### src/rtl/tqm_pkg.sv
`default_nettype none
package tqm_pkg;

	localparam int MAX_TIMERS_DEF = 32;
	localparam int ID_WIDTH_DEF   = 16;
	localparam int TIME_WIDTH_DEF = 48;

	localparam logic signed [31:0] WAIT_NONE = -32'sd1;
	localparam logic [31:0]        WAIT_MAX  = 32'h7FFF_FFFF;

	typedef enum logic [1:0] {
		OP_ADD  = 2'd0,
		OP_DEL  = 2'd1,
		OP_TICK = 2'd2,
		OP_NOP  = 2'd3
	} op_t;

	typedef enum logic [2:0] {
		KIND_ADDED     = 3'd0,
		KIND_FULL      = 3'd1,
		KIND_DELETED   = 3'd2,
		KIND_NOT_FOUND = 3'd3,
		KIND_EXPIRED   = 3'd4,
		KIND_TICK_DONE = 3'd5
	} kind_t;

	typedef enum logic [1:0] {
		SCAN_DUE = 2'd0,
		SCAN_ALL = 2'd1,
		SCAN_ID  = 2'd2
	} scan_mode_t;

	typedef enum logic [3:0] {
		ST_IDLE,
		ST_DISPATCH,
		ST_ADD,
		ST_SCAN,
		ST_DEL,
		ST_DUE,
		ST_REM,
		ST_PER,
		ST_ONE,
		ST_FIN
	} state_t;

	typedef struct packed {
		logic [1:0]  opcode;
		logic [30:0] delay_ms;
		logic        periodic;
		logic [15:0] target_id;
		logic [15:0] elapsed_ms;
	} tqm_in_t;

	typedef struct packed {
		logic [2:0]         kind;
		logic [15:0]        tmr_id;
		logic               is_periodic;
		logic signed [31:0] next_wait;
		logic               last;
	} tqm_out_t;

	// controller -> datapath
	typedef struct packed {
		logic       item_load;
		logic       now_adv;
		logic       scan_start;
		logic       scan_step;
		scan_mode_t scan_mode;
		logic       rem_start;
		logic       rem_step;
		logic       add_commit;
		logic       del_commit;
		logic       per_commit;
		logic       one_commit;
		logic       fin_commit;
	} cmd_t;

	// datapath -> controller
	typedef struct packed {
		op_t  op;
		logic scan_last;
		logic found;
		logic best_periodic;
		logic rem_last;
		logic out_free;
	} sts_t;

endpackage
`default_nettype wire

### src/rtl/tqm_stream_if.sv
`default_nettype none
interface tqm_stream_if #(parameter type T = logic) ();
	logic valid;
	logic ready;
	T     data;

	modport source (output valid, output data, input ready);
	modport sink (input valid, input data, output ready);
endinterface
`default_nettype wire

### src/rtl/tqm_ctrl.sv
`default_nettype none
module tqm_ctrl (
	input  wire logic         clk,
	input  wire logic         arst_n,
	input  wire logic         in_valid,
	output logic              in_ready,
	input  tqm_pkg::sts_t     sts,
	output tqm_pkg::cmd_t     cmd
);

	tqm_pkg::state_t     state_q, state_d;
	tqm_pkg::scan_mode_t mode_q, mode_d;

	// state register
	always_ff @(posedge clk or negedge arst_n) begin
		if (!arst_n) begin
			state_q <= tqm_pkg::ST_IDLE;
			mode_q  <= tqm_pkg::SCAN_DUE;
		end else begin
			state_q <= state_d;
			mode_q  <= mode_d;
		end
	end

	// next state and commands
	always_comb begin
		state_d       = state_q;
		mode_d        = mode_q;
		in_ready      = 1'b0;
		cmd           = '0;
		cmd.scan_mode = mode_q;
		unique case (state_q)
			tqm_pkg::ST_IDLE: begin
				in_ready = 1'b1;
				if (in_valid) begin
					cmd.item_load = 1'b1;
					state_d       = tqm_pkg::ST_DISPATCH;
				end
			end
			tqm_pkg::ST_DISPATCH: begin
				unique case (sts.op)
					tqm_pkg::OP_ADD: state_d = tqm_pkg::ST_ADD;
					tqm_pkg::OP_DEL: begin
						cmd.scan_start = 1'b1;
						mode_d         = tqm_pkg::SCAN_ID;
						state_d        = tqm_pkg::ST_SCAN;
					end
					tqm_pkg::OP_TICK: begin
						cmd.now_adv    = 1'b1;
						cmd.scan_start = 1'b1;
						mode_d         = tqm_pkg::SCAN_DUE;
						state_d        = tqm_pkg::ST_SCAN;
					end
					default: state_d = tqm_pkg::ST_IDLE;
				endcase
			end
			tqm_pkg::ST_ADD: begin
				if (sts.out_free) begin
					cmd.add_commit = 1'b1;
					state_d        = tqm_pkg::ST_IDLE;
				end
			end
			tqm_pkg::ST_SCAN: begin
				cmd.scan_step = 1'b1;
				if (sts.scan_last) begin
					unique case (mode_q)
						tqm_pkg::SCAN_ID:  state_d = tqm_pkg::ST_DEL;
						tqm_pkg::SCAN_DUE: state_d = tqm_pkg::ST_DUE;
						default:           state_d = tqm_pkg::ST_FIN;
					endcase
				end
			end
			tqm_pkg::ST_DEL: begin
				if (sts.out_free) begin
					cmd.del_commit = 1'b1;
					state_d        = tqm_pkg::ST_IDLE;
				end
			end
			tqm_pkg::ST_DUE: begin
				if (!sts.found) begin
					cmd.scan_start = 1'b1;
					mode_d         = tqm_pkg::SCAN_ALL;
					state_d        = tqm_pkg::ST_SCAN;
				end else if (sts.best_periodic) begin
					cmd.rem_start = 1'b1;
					state_d       = tqm_pkg::ST_REM;
				end else begin
					state_d = tqm_pkg::ST_ONE;
				end
			end
			tqm_pkg::ST_REM: begin
				cmd.rem_step = 1'b1;
				if (sts.rem_last)
					state_d = tqm_pkg::ST_PER;
			end
			tqm_pkg::ST_PER: begin
				if (sts.out_free) begin
					cmd.per_commit = 1'b1;
					cmd.scan_start = 1'b1;
					state_d        = tqm_pkg::ST_SCAN;
				end
			end
			tqm_pkg::ST_ONE: begin
				if (sts.out_free) begin
					cmd.one_commit = 1'b1;
					cmd.scan_start = 1'b1;
					state_d        = tqm_pkg::ST_SCAN;
				end
			end
			tqm_pkg::ST_FIN: begin
				if (sts.out_free) begin
					cmd.fin_commit = 1'b1;
					state_d        = tqm_pkg::ST_IDLE;
				end
			end
			default: state_d = tqm_pkg::ST_IDLE;
		endcase
	end

endmodule
`default_nettype wire

### src/rtl/tqm_datapath.sv
`default_nettype none
module tqm_datapath #(
	parameter int MAX_TIMERS = tqm_pkg::MAX_TIMERS_DEF,
	parameter int ID_WIDTH   = tqm_pkg::ID_WIDTH_DEF,
	parameter int TIME_WIDTH = tqm_pkg::TIME_WIDTH_DEF
) (
	input  wire logic        clk,
	input  wire logic        arst_n,
	input  tqm_pkg::tqm_in_t in_data,
	input  tqm_pkg::cmd_t    cmd,
	output tqm_pkg::sts_t    sts,
	tqm_stream_if.source     rsp
);

	localparam int IDX_W = $clog2(MAX_TIMERS);
	localparam int CNT_W = $clog2(MAX_TIMERS + 1);
	localparam int RC_W  = $clog2(TIME_WIDTH);

	tqm_pkg::tqm_in_t item_q;
	logic [TIME_WIDTH-1:0] now_q;
	logic [ID_WIDTH-1:0]   id_ctr_q;
	logic signed [31:0]    pend_q;
	logic [CNT_W-1:0]      live_q;
	logic [MAX_TIMERS-1:0] valid_q;

	logic [TIME_WIDTH-1:0] exp_q   [MAX_TIMERS];
	logic [30:0]           per_q   [MAX_TIMERS];
	logic [ID_WIDTH-1:0]   ident_q [MAX_TIMERS];
	logic [IDX_W-1:0]      ord_q   [MAX_TIMERS];

	// scan registers
	logic [IDX_W-1:0]      idx_q;
	logic                  found_q;
	logic [IDX_W-1:0]      best_idx_q;
	logic [TIME_WIDTH-1:0] best_exp_q;
	logic [IDX_W-1:0]      best_ord_q;
	logic [30:0]           best_per_q;
	logic [ID_WIDTH-1:0]   best_id_q;

	// remainder unit
	logic [TIME_WIDTH-1:0] dvd_q;
	logic [31:0]           rem_q;
	logic [RC_W-1:0]       rcnt_q;
	logic [31:0]           trial;
	logic [TIME_WIDTH-1:0] per_next;

	logic                  out_valid_q;
	tqm_pkg::tqm_out_t     out_q;

	logic                  cand_ok, better, take, full, out_free, do_free;
	logic [IDX_W-1:0]      free_idx;
	logic [ID_WIDTH-1:0]   id_use;
	logic signed [31:0]    add_pend;
	logic [TIME_WIDTH-1:0] fin_diff;
	logic signed [31:0]    fin_wait;

	// candidate test for the slot under the scan pointer
	always_comb begin
		case (cmd.scan_mode)
			tqm_pkg::SCAN_DUE: cand_ok = valid_q[idx_q] && (exp_q[idx_q] <= now_q);
			tqm_pkg::SCAN_ALL: cand_ok = valid_q[idx_q];
			default: cand_ok = valid_q[idx_q] &&
				(32'(ident_q[idx_q]) == 32'(item_q.target_id));
		endcase
		better = !found_q || ((cmd.scan_mode != tqm_pkg::SCAN_ID) &&
			((exp_q[idx_q] < best_exp_q) ||
			 ((exp_q[idx_q] == best_exp_q) && (ord_q[idx_q] < best_ord_q))));
		take = cmd.scan_step && cand_ok && better;
	end

	// lowest free slot
	always_comb begin
		free_idx = '0;
		for (int i = MAX_TIMERS - 1; i >= 0; i--)
			if (!valid_q[i])
				free_idx = IDX_W'(i);
	end

	assign full     = live_q >= CNT_W'(MAX_TIMERS);
	assign out_free = !out_valid_q || rsp.ready;
	assign id_use   = (id_ctr_q == '0) ? ID_WIDTH'(1) : id_ctr_q;
	assign add_pend = ((pend_q < 0) || (pend_q > $signed({1'b0, item_q.delay_ms}))) ?
		$signed({1'b0, item_q.delay_ms}) : pend_q;
	assign fin_diff = best_exp_q - now_q;
	assign fin_wait = !found_q ? tqm_pkg::WAIT_NONE :
		(fin_diff > TIME_WIDTH'(tqm_pkg::WAIT_MAX)) ? $signed(tqm_pkg::WAIT_MAX) :
		$signed(fin_diff[31:0]);
	assign do_free  = cmd.one_commit || (cmd.del_commit && found_q);

	// restoring remainder step and the stepped expiry
	assign trial    = {rem_q[30:0], dvd_q[TIME_WIDTH-1]};
	assign per_next = now_q - TIME_WIDTH'(rem_q) + TIME_WIDTH'(best_per_q);

	// control state
	always_ff @(posedge clk or negedge arst_n) begin
		if (!arst_n) begin
			now_q       <= '0;
			id_ctr_q    <= ID_WIDTH'(1);
			pend_q      <= tqm_pkg::WAIT_NONE;
			live_q      <= '0;
			valid_q     <= '0;
			idx_q       <= '0;
			found_q     <= 1'b0;
			rcnt_q      <= '0;
			out_valid_q <= 1'b0;
		end else begin
			if (cmd.now_adv)
				now_q <= now_q + TIME_WIDTH'(item_q.elapsed_ms);
			if (cmd.scan_start) begin
				idx_q   <= '0;
				found_q <= 1'b0;
			end else if (cmd.scan_step) begin
				idx_q <= idx_q + IDX_W'(1);
				if (take)
					found_q <= 1'b1;
			end
			if (cmd.rem_start)
				rcnt_q <= '0;
			else if (cmd.rem_step)
				rcnt_q <= rcnt_q + RC_W'(1);
			if (cmd.add_commit && !full) begin
				id_ctr_q          <= id_use + ID_WIDTH'(1);
				valid_q[free_idx] <= 1'b1;
				live_q            <= live_q + CNT_W'(1);
				pend_q            <= add_pend;
			end
			if (do_free) begin
				valid_q[best_idx_q] <= 1'b0;
				if (live_q != '0)
					live_q <= live_q - CNT_W'(1);
			end
			if (cmd.fin_commit)
				pend_q <= fin_wait;
			if (cmd.add_commit || cmd.del_commit || cmd.per_commit ||
			    cmd.one_commit || cmd.fin_commit)
				out_valid_q <= 1'b1;
			else if (rsp.ready)
				out_valid_q <= 1'b0;
		end
	end

	// slot table, scan capture, remainder and result payload
	always_ff @(posedge clk) begin
		if (cmd.item_load)
			item_q <= in_data;
		if (take) begin
			best_idx_q <= idx_q;
			best_exp_q <= exp_q[idx_q];
			best_ord_q <= ord_q[idx_q];
			best_per_q <= per_q[idx_q];
			best_id_q  <= ident_q[idx_q];
		end
		if (cmd.rem_start) begin
			dvd_q <= now_q - best_exp_q;
			rem_q <= '0;
		end else if (cmd.rem_step) begin
			dvd_q <= {dvd_q[TIME_WIDTH-2:0], 1'b0};
			rem_q <= (trial >= {1'b0, best_per_q}) ? trial - {1'b0, best_per_q} : trial;
		end
		if (cmd.add_commit && !full) begin
			exp_q[free_idx]   <= now_q + TIME_WIDTH'(item_q.delay_ms);
			per_q[free_idx]   <= item_q.periodic ? item_q.delay_ms : '0;
			ident_q[free_idx] <= id_use;
			ord_q[free_idx]   <= IDX_W'(live_q);
		end
		if (cmd.per_commit)
			exp_q[best_idx_q] <= per_next;
		// close the add-order gap left by a freed slot
		if (do_free) begin
			for (int j = 0; j < MAX_TIMERS; j++)
				if (valid_q[j] && (IDX_W'(j) != best_idx_q) && (ord_q[j] > best_ord_q))
					ord_q[j] <= ord_q[j] - IDX_W'(1);
		end
		if (cmd.add_commit) begin
			out_q.kind        <= full ? tqm_pkg::KIND_FULL : tqm_pkg::KIND_ADDED;
			out_q.tmr_id      <= full ? 16'd0 : 16'(id_use);
			out_q.is_periodic <= 1'b0;
			out_q.next_wait   <= full ? pend_q : add_pend;
			out_q.last        <= 1'b1;
		end else if (cmd.del_commit) begin
			out_q.kind        <= found_q ? tqm_pkg::KIND_DELETED : tqm_pkg::KIND_NOT_FOUND;
			out_q.tmr_id      <= found_q ? item_q.target_id : 16'd0;
			out_q.is_periodic <= 1'b0;
			out_q.next_wait   <= pend_q;
			out_q.last        <= 1'b1;
		end else if (cmd.per_commit || cmd.one_commit) begin
			out_q.kind        <= tqm_pkg::KIND_EXPIRED;
			out_q.tmr_id      <= 16'(best_id_q);
			out_q.is_periodic <= cmd.per_commit;
			out_q.next_wait   <= '0;
			out_q.last        <= 1'b0;
		end else if (cmd.fin_commit) begin
			out_q.kind        <= tqm_pkg::KIND_TICK_DONE;
			out_q.tmr_id      <= 16'd0;
			out_q.is_periodic <= 1'b0;
			out_q.next_wait   <= fin_wait;
			out_q.last        <= 1'b1;
		end
	end

	assign rsp.valid = out_valid_q;
	assign rsp.data  = out_q;

	assign sts.op            = tqm_pkg::op_t'(item_q.opcode);
	assign sts.scan_last     = idx_q == IDX_W'(MAX_TIMERS - 1);
	assign sts.found         = found_q;
	assign sts.best_periodic = best_per_q != '0;
	assign sts.rem_last      = rcnt_q == RC_W'(TIME_WIDTH - 1);
	assign sts.out_free      = out_free;

endmodule
`default_nettype wire

### src/rtl/timer_queue_manager_top.sv
// Timer queue manager: a table of MAX_TIMERS timers with its own millisecond
// clock. Items come in on req (add, delete, tick); results leave on rsp. A
// transfer takes place on a clock edge with valid and ready both high.
// One item is worked on at a time; req.ready is high only while idle.
// An add needs no table scan; a delete is set by a scan of the table, one
// slot per cycle. A tick scans the table once per expired timer and twice
// for the closing result (a due scan that finds nothing, then a full scan
// for the earliest expiry); a periodic timer adds a bit-serial remainder step.
// Every item but opcode 3 gives results ending with one marked last; a tick
// gives one expired result per due timer in expiry order, then tick done.
// Results sit in an output register; when rsp is stalled the block holds
// the result and waits before producing the next one, losing nothing.
// Reset (arst_n low) empties the table, zeroes the clock, sets the id
// counter to 1 and the reported wait to -1; no clearing pass is needed.
`default_nettype none
module timer_queue_manager_top #(
	parameter int MAX_TIMERS = tqm_pkg::MAX_TIMERS_DEF,
	parameter int ID_WIDTH   = tqm_pkg::ID_WIDTH_DEF,
	parameter int TIME_WIDTH = tqm_pkg::TIME_WIDTH_DEF
) (
	input wire logic   clk,
	input wire logic   arst_n,
	tqm_stream_if.sink   req,
	tqm_stream_if.source rsp
);

	tqm_pkg::cmd_t cmd;
	tqm_pkg::sts_t sts;

	tqm_ctrl u_ctrl (
		.clk      (clk),
		.arst_n   (arst_n),
		.in_valid (req.valid),
		.in_ready (req.ready),
		.sts      (sts),
		.cmd      (cmd)
	);

	tqm_datapath #(
		.MAX_TIMERS (MAX_TIMERS),
		.ID_WIDTH   (ID_WIDTH),
		.TIME_WIDTH (TIME_WIDTH)
	) u_dp (
		.clk     (clk),
		.arst_n  (arst_n),
		.in_data (req.data),
		.cmd     (cmd),
		.sts     (sts),
		.rsp     (rsp)
	);

endmodule
`default_nettype wire

### src/flat_wrapper.sv
// flat-port wrapper written by rule: the top's interface ports become plain ports
module timer_queue_manager_top_flat 
#(
	parameter int MAX_TIMERS = tqm_pkg::MAX_TIMERS_DEF,
	parameter int ID_WIDTH   = tqm_pkg::ID_WIDTH_DEF,
	parameter int TIME_WIDTH = tqm_pkg::TIME_WIDTH_DEF
)
  (clk, arst_n, req_valid, req_data, req_ready, rsp_valid, rsp_data, rsp_ready);
  tqm_stream_if req_i ();
  tqm_stream_if rsp_i ();
  input wire logic clk;
  input wire logic arst_n;
  input wire logic [$bits(req_i.valid)-1:0] req_valid;
  input wire logic [$bits(req_i.data)-1:0] req_data;
  output wire logic [$bits(req_i.ready)-1:0] req_ready;
  output wire logic [$bits(rsp_i.valid)-1:0] rsp_valid;
  output wire logic [$bits(rsp_i.data)-1:0] rsp_data;
  input wire logic [$bits(rsp_i.ready)-1:0] rsp_ready;
  assign req_i.valid = req_valid;
  assign req_i.data = req_data;
  assign req_ready = req_i.ready;
  assign rsp_valid = rsp_i.valid;
  assign rsp_data = rsp_i.data;
  assign rsp_i.ready = rsp_ready;
  timer_queue_manager_top #(.MAX_TIMERS(MAX_TIMERS), .ID_WIDTH(ID_WIDTH), .TIME_WIDTH(TIME_WIDTH)) u_core (.clk(clk), .arst_n(arst_n), .req(req_i), .rsp(rsp_i));
endmodule
### config.mk
export PLATFORM = sky130hd
export DESIGN_NAME = timer_queue_manager_top_flat
export DESIGN_NICKNAME = d
export VERILOG_FILES = /design/src/rtl/tqm_pkg.sv /design/src/rtl/tqm_stream_if.sv /design/src/rtl/tqm_ctrl.sv /design/src/rtl/tqm_datapath.sv /design/src/rtl/timer_queue_manager_top.sv /design/src/flat_wrapper.sv
export SDC_FILE = /design/constraint.sdc
export NUM_CORES = 1
export LEC_CHECK = 0
export BUFFER_PORTS_ARGS = -buffer_cell sky130_fd_sc_hd__clkbuf_2
export CORE_MARGIN = 1.5
export CORE_UTILIZATION = 60
export CTS_BUF_LIST = sky130_fd_sc_hd__clkbuf_16
export CTS_CLUSTER_DIAMETER = 150
export DETAILED_ROUTE_END_ITERATION = 8
export HOLD_SLACK_MARGIN = 0.12
export PLACE_DENSITY = 0.76
export SYNTH_ARGS = -nofsm -noshare
export SYNTH_HDL_FRONTEND = slang
export SYNTH_SLANG_ARGS = --single-unit
### constraint.sdc
create_clock -name clk -period 6.2 [get_ports clk]
set_clock_uncertainty 0.1 [all_clocks]
set_input_delay 0.62 -clock clk [delete_from_list [all_inputs] [get_ports clk]]
set_output_delay 0.62 -clock clk [all_outputs]
set_load 0.02 [all_outputs]
# Word level (Yosys, flattened, before mapping)
# Memory sizes are Yosys's and may differ from the RTL's.
# Cells that the tools add are included.
# totals
reg_bits,243
latchBits,0
mem_bits_rw,2208
rom_bits,0
inputBits,5
out_inout_bits,3
elab_cells,455
memories,3
# op_classes
n_addsub,41
n_mul,0
n_div,0
order_cmp,42
eq_ne,52
shifts,0
mux,190
bitwise_logic,4
n_reduce_logical,107
# mem_list
memory,words,width,read_ports,rd_clocked_by_memory_dff,wr,line_no,rtl
u_core.u_dp.exp_q,32,48,1,0,1,tqm_datapath.sv:26,logic [TIME_WIDTH-1:0] exp_q [MAX_TIMERS];
u_core.u_dp.ident_q,32,16,1,0,1,tqm_datapath.sv:28,logic [ID_WIDTH-1:0] ident_q [MAX_TIMERS];
u_core.u_dp.ord_q,32,5,33,0,32,tqm_datapath.sv:29,logic [IDX_W-1:0] ord_q [MAX_TIMERS];
# op_table
cell,n
$mux 5,37
$gt 5x5->1,32
$sub 5x1->5 const B,32
$mux 48,3
$mux 1,125
$mux 32,3
$ne 5x5->1 const A,16
$logic_and 1x1->1,74
$eq 48x48->1,1
$le 48x1->1 const B,1
$lt 48x48->1,1
$reduce_or 48->1,1
$sub 1x48->48 const A,1
$ne 4x5->1 const A,8
$add 33x32->34,1
$sub 1x32->33 const A,1
$and 32x32->32,1
$ge 32x31->1,1
$logic_not 16->1,2
$not 32->32,1
$or 32x32->32,1
$sub 32x31->32,1
$reduce_bool 31->1,1
$mux 6,5
43 further kinds,86

# Depth between registers and ports, before layout
# depth
word_depth,40
mapped_depth,11
depth_no_buf,9

# Cells and area by module
# A second synthesis with hierarchy kept.
# hier_totals
hier_cells,11945
area_unflattened_um2,172877.1
# modules_own_cells
module,n_inst,cells_each,area_each_um2,seq_area_each_um2
tqm_datapath,1,11863,172206.4,105727.7
tqm_ctrl,1,81,666.9,150.1
timer_queue_manager_top,1,1,3.8,0.0

# Least setup slack after synthesis
# OpenSTA, ideal clock, no wires.
# synth_timing
path_kind,reg-to-reg
startpoint,register u_core.u_dp.idx_q[0]
endpoint,"register u_core.u_dp.best_idx_q[0], enable pin"
setup_time_ps,343
arrival_time_ps,3296
required_ps,5757
setup_slack_ps,2461
path_stages_with_launch,12
n_path_buf,2
synth_period_minus_slack_ps,3739
path_cell_list,dfrtp_1 buf_4 buf_2 mux4_2 mux4_2 mux2_2 ha_1 a21o_1 nand2_1 nand3b_1 o2111ai_1 and3_1
# synth_between
elab_chain_cells,7
elab_cells_between_ends,19
classes_between,order compare (3); eq/ne (1); mux (3); reduce/logical (9); memory (3)
# synth_rtl
item,line_no,rtl
start: declaration,tqm_datapath.sv:32,logic [IDX_W-1:0] idx_q;
start signal: assignment,tqm_datapath.sv:113,idx_q <= idx_q + IDX_W'(1);
branches (longest 6 deep; another with $mem_v2 32x48),--,
$logic_and 1x1->1 *,tqm_datapath.sv:68,take = cmd.scan_step && cand_ok && better;
named net u_core.u_dp.take,tqm_datapath.sv:50,"logic cand_ok, better, take, full, out_free, do_free;"
end signal: assignment,tqm_datapath.sv:147,best_idx_q <= idx_q;
end: declaration,tqm_datapath.sv:34,logic [IDX_W-1:0] best_idx_q;
# Mark *: on every way through the listed nets, which the timed path passes. The select of a mux whose other input is x is not followed.
# A chain may end at the register's enable or synchronous reset.

# Worst setup path in the final report
# layout_timing
startpoint,register u_core.u_dp.idx_q[0]
endpoint,"register u_core.u_dp.best_ord_q[3] (read register of u_core.u_dp.ord_q), enable pin"
# layout_between
elab_chain_cells,7
elab_cells_between_ends,19
classes_between,order compare (3); eq/ne (1); mux (3); reduce/logical (9); memory (3)
# layout_rtl
item,line_no,rtl
branches (longest 6 deep; another with $mem_v2 32x48),--,
$logic_and 1x1->1 *,tqm_datapath.sv:68,
named net u_core.u_dp.take,tqm_datapath.sv:50,
end: declaration,tqm_datapath.sv:36,logic [IDX_W-1:0] best_ord_q;
# Marks and branches as above.

==> summary.md <==
| Metric | Value |
|---|---|
| Crit path arrival time | 4.61 ns |
| Reg clk slew, reported paths | 0.06 ns |
| Synth area leaders | edfxtp_1, ha_1, dfrtp_1 |
| Post-CTS setup buffers | 0 |
| Cell Rows | 63 |
| Die Span X | 178 um |
| Top cell type's share of synthesized area | 0.277 |
| DR WL/cell | 24.4 um |
| Pleak | 7.50 nW |
| Seq/Total Area, Yosys | 0.355 |
| Post-Synth Adder-Cell Area | 0.137 |
| Power, Total | 0.00658 W |
| Clock buffer count from CTS | 27 |
| Post-synth EDFFs | 170 |
| Die Area | 0.0317 mm^2 |
| Synth Area in Simple Gates | 0.117 |
| Max-slew violations | 0 |
| TritonCTS clock tree | built |
| DR iter-0 viols | 1,502 |
| First-pass GRT wire length | 79.1 mm |
| Clock sinks | 227 |
| # IOs | 8 |
| Filler Cell Count | 2,372 |
| Share of cells above drive strength 1 | 0.145 |
| Count leader, synth | ha_1 |
| Cell taking the most area after synthesis | edfxtp_1 |
| Post-layout util | 0.651 |
| Syn nets | 1,889 |
| GRT overflow | 0 |
| Critical path fanouts, max | 26 |
| RSZ-0062 raised after global routing | false |
| Via/cell ratio | 6.75 |
| Synth unique cells | 86 |
| Initial Utilization | 0.615 |
| Clock Latency Late Sink | 0.55 ns |
| Slowest CP cell | dfrtp_2 |
| Hold buffers post-CTS | 0 |
| Vias in the first global route | 13,900 |
| Area after DPL | 0.0187 mm^2 |
| FFs w/ async S/R, synth | 0.247 |
| Status | completed |
| Min-delay worst type | input port to async pin |
| NumNets Final | 1,879 |
| All-Layer GR Usage | 0.329 |
| Crit. End Element | register |
| DR vias | 14,000 |
| Dpl hpwl | 35.2 mm |
| Final setup TNS | 0 ns |
| GPL Wtd Cong | 0.980 |
| Yosys warning total | 0 |
| PwrDens | 337 mW/mm^2 |
| Crit start category | register |
| Diodes inserted | 0 |
| CTS resizes | 0 |
| FMAX | 0.221 GHz |
| Post-route DRC violation count | 0 |
| Syn Std Cell Area | 0.0184 mm^2 |
| CTS max path bufs | 3 |
| XOR/XNOR Fraction of Synth Area | 0.0514 |
| Worst path cell trace | buf_4 -> mux4_2 -> mux4_2 -> mux2_2 -> ha_1 -> a21o_1 -> nand2_1 -> nand3b_1 -> o2111ai_1 -> and3_1 |
| Total core area | 0.0300 mm^2 |
| Die H | 178 um |
| Tmin final | 4.54 ns |
| Post-synthesis mux area share | 0.149 |
| Cell area after layout | 0.0195 mm^2 |
| Fin. Hold Viols | 0 |
| CP required | 6.28 ns |
| Pre-Repair DR Iteration Count | 7 |
| CP dominant cell by count | mux4_2 |
| Compound-gate portion of the synthesized area | 0.148 |
| Avg Inst Size Synth | 10.9 um^2 |
| Post-placement cell count | 2,033 |
| Routed WL | 50.8 mm |
| Final Cycle Share | 0.731 |
| # setup viols final | 0 |
| Synth Instances | 1,682 |
| Largest family of logic cells by synthesized area | multiplexers |
| Most frequent cells after synthesis | ha_1, edfxtp_1, inv_1 |
| Root Buffer | clkbuf_16 |
| Initial antenna violation count | 3 |
| Non-filler instance count after layout | 2,082 |
| Critical Path Max Stage Delay | 0.64 ns |
| H-tree depth | 1 |
| Largest net degree at the start of global routing | 57 |
| Critical path class | register to register |
| Slew @ Worst Pin | 1.07 ns |
| Max capacitance violation total | 0 |
| Synth Flop Type | edfxtp_1 |
| Area delta synth->final | 5.95% |
| Post-DRT Antenna Nets | 0 |
| Peak VDD IR | 0.000239 V |
| Max_slew headroom | 0.284 |
| FF+latch count, synth | 227 |
| # port buffers | 6 |
## power breakdown
part	internal (W)	switching, W
sequential	0.00192	0.000274
combinational	0.00120	0.00178
clock	0.000778	0.000640
## path summary, 6_finish.rpt
kind,from,to,slack (ns),cells past startpoint
max,u_core.u_dp.idx_q[0],u_core.u_dp.best_ord_q[3],1.66,10
min in group clk,u_core.u_dp.rcnt_q[5],u_core.u_dp.rcnt_q[5],0.37,1
min,arst_n,u_core.u_dp.rcnt_q[2],0.15,2
max reg2reg,u_core.u_dp.idx_q[0],u_core.u_dp.best_ord_q[3],1.66,10
max in group asynchronous,arst_n,u_core.u_dp.idx_q[1],5.29,2
min reg2reg,u_core.u_dp.rcnt_q[5],u_core.u_dp.rcnt_q[5],0.37,1
## cell families (layout without fill, tap and decap cells)
family / Yosys count / after routing
AO/OA/AOI/OAI: 340 / 340
XOR/XNOR: 108 / 108
buffers and inverters: 187 / 197
AND/OR/NAND/NOR: 420 / 420
adder cells (fa/ha/maj): 202 / 202
multiplexers: 198 / 198
flip-flops: 227 / 227
## metal layers
| metal | track usage | part of all wire |
|---|---|---|
| met5 | 0 | 0.00051 |
| met4 | 0.155 | 0.049 |
| met3 | 0.0795 | 0.10 |
| met1 | 0.423 | 0.39 |
| met2 | 0.524 | 0.46 |
## per-stage QoR
stage | setup slack [ns] | hold WS (ns)
after floorplan | 2.46 | 0.224
after global placement | 1.82 | 0.354
after detailed placement | 1.74 | 0.367
after CTS | 1.71 | 0.159
after global routing | 1.50 | 0.199
final | 1.66 | 0.151
## cell type report
cell class	instances	area (um^2)	area share
clock inverter	22	86.3	0.00443
clock buffer	27	676	0.0346
multi-input combinational	1268	11100	0.568
sequential	227	6530	0.335
tap	390	488	0.0250
inverter	122	458	0.0235
timing repair buffer	26	180	0.00924
## registers in the layout (all words and copies together) (netlist names)
signal / cells
u_core.u_dp.ord_q: 160
u_core.u_dp.valid_q: 32
u_core.u_dp.live_q: 6
u_core.u_dp.rcnt_q: 6
u_core.u_dp.best_idx_q: 5
u_core.u_dp.best_ord_q: 5
u_core.u_dp.idx_q: 5
u_core.u_ctrl.state_q: 4
u_core.u_ctrl.mode_q: 1
u_core.u_dp.found_q: 1
u_core.u_dp.rsp.data: 1
u_core.u_dp.rsp.valid: 1
## cells in the final DEF, fill, tap and decap left out, types with 7 or more instances in the layout
| cell | synthesis | layout |
|---|---|---|
| xnor2_1 | 43 | 43 |
| clkinv_1 | 1 | 10 |
| a2111oi_4 | 17 | 17 |
| mux2_2 | 81 | 81 |
| o21a_1 | 53 | 53 |
| and3_1 | 26 | 26 |
| nand4_1 | 12 | 12 |
| inv_1 | 121 | 131 |
| o22a_1 | 7 | 7 |
| nor2_1 | 89 | 89 |
| mux4_2 | 53 | 53 |
| a31oi_1 | 8 | 8 |
| mux2i_1 | 62 | 62 |
| o21bai_1 | 22 | 22 |
| o22ai_1 | 32 | 32 |
| buf_4 | 10 | 20 |
| nand2b_1 | 13 | 13 |
| xor2_1 | 65 | 65 |
| ha_1 | 202 | 202 |
| nand2_1 | 96 | 96 |
| nor3_1 | 49 | 49 |
| a21o_1 | 10 | 10 |
| clkbuf_16 | 0 | 27 |
| o2111ai_1 | 12 | 12 |
| o21ai_0 | 44 | 44 |
| edfxtp_1 | 170 | 170 |
| a21oi_1 | 78 | 78 |
| nor2b_1 | 45 | 45 |
| nand3_1 | 49 | 49 |
| dfrtp_1 | 56 | 54 |
## worst max-delay path, delay by kind of cell (launching register included)
family / cells / cell delay (ns)
mux: 3 / 1.48
simple gates: 3 / 0.68
flops: 1 / 0.64
buf+inv: 1 / 0.53
compound gates: 2 / 0.41
fa+ha+maj: 1 / 0.31
No activity file was read; power rests on OpenSTA's default activity.
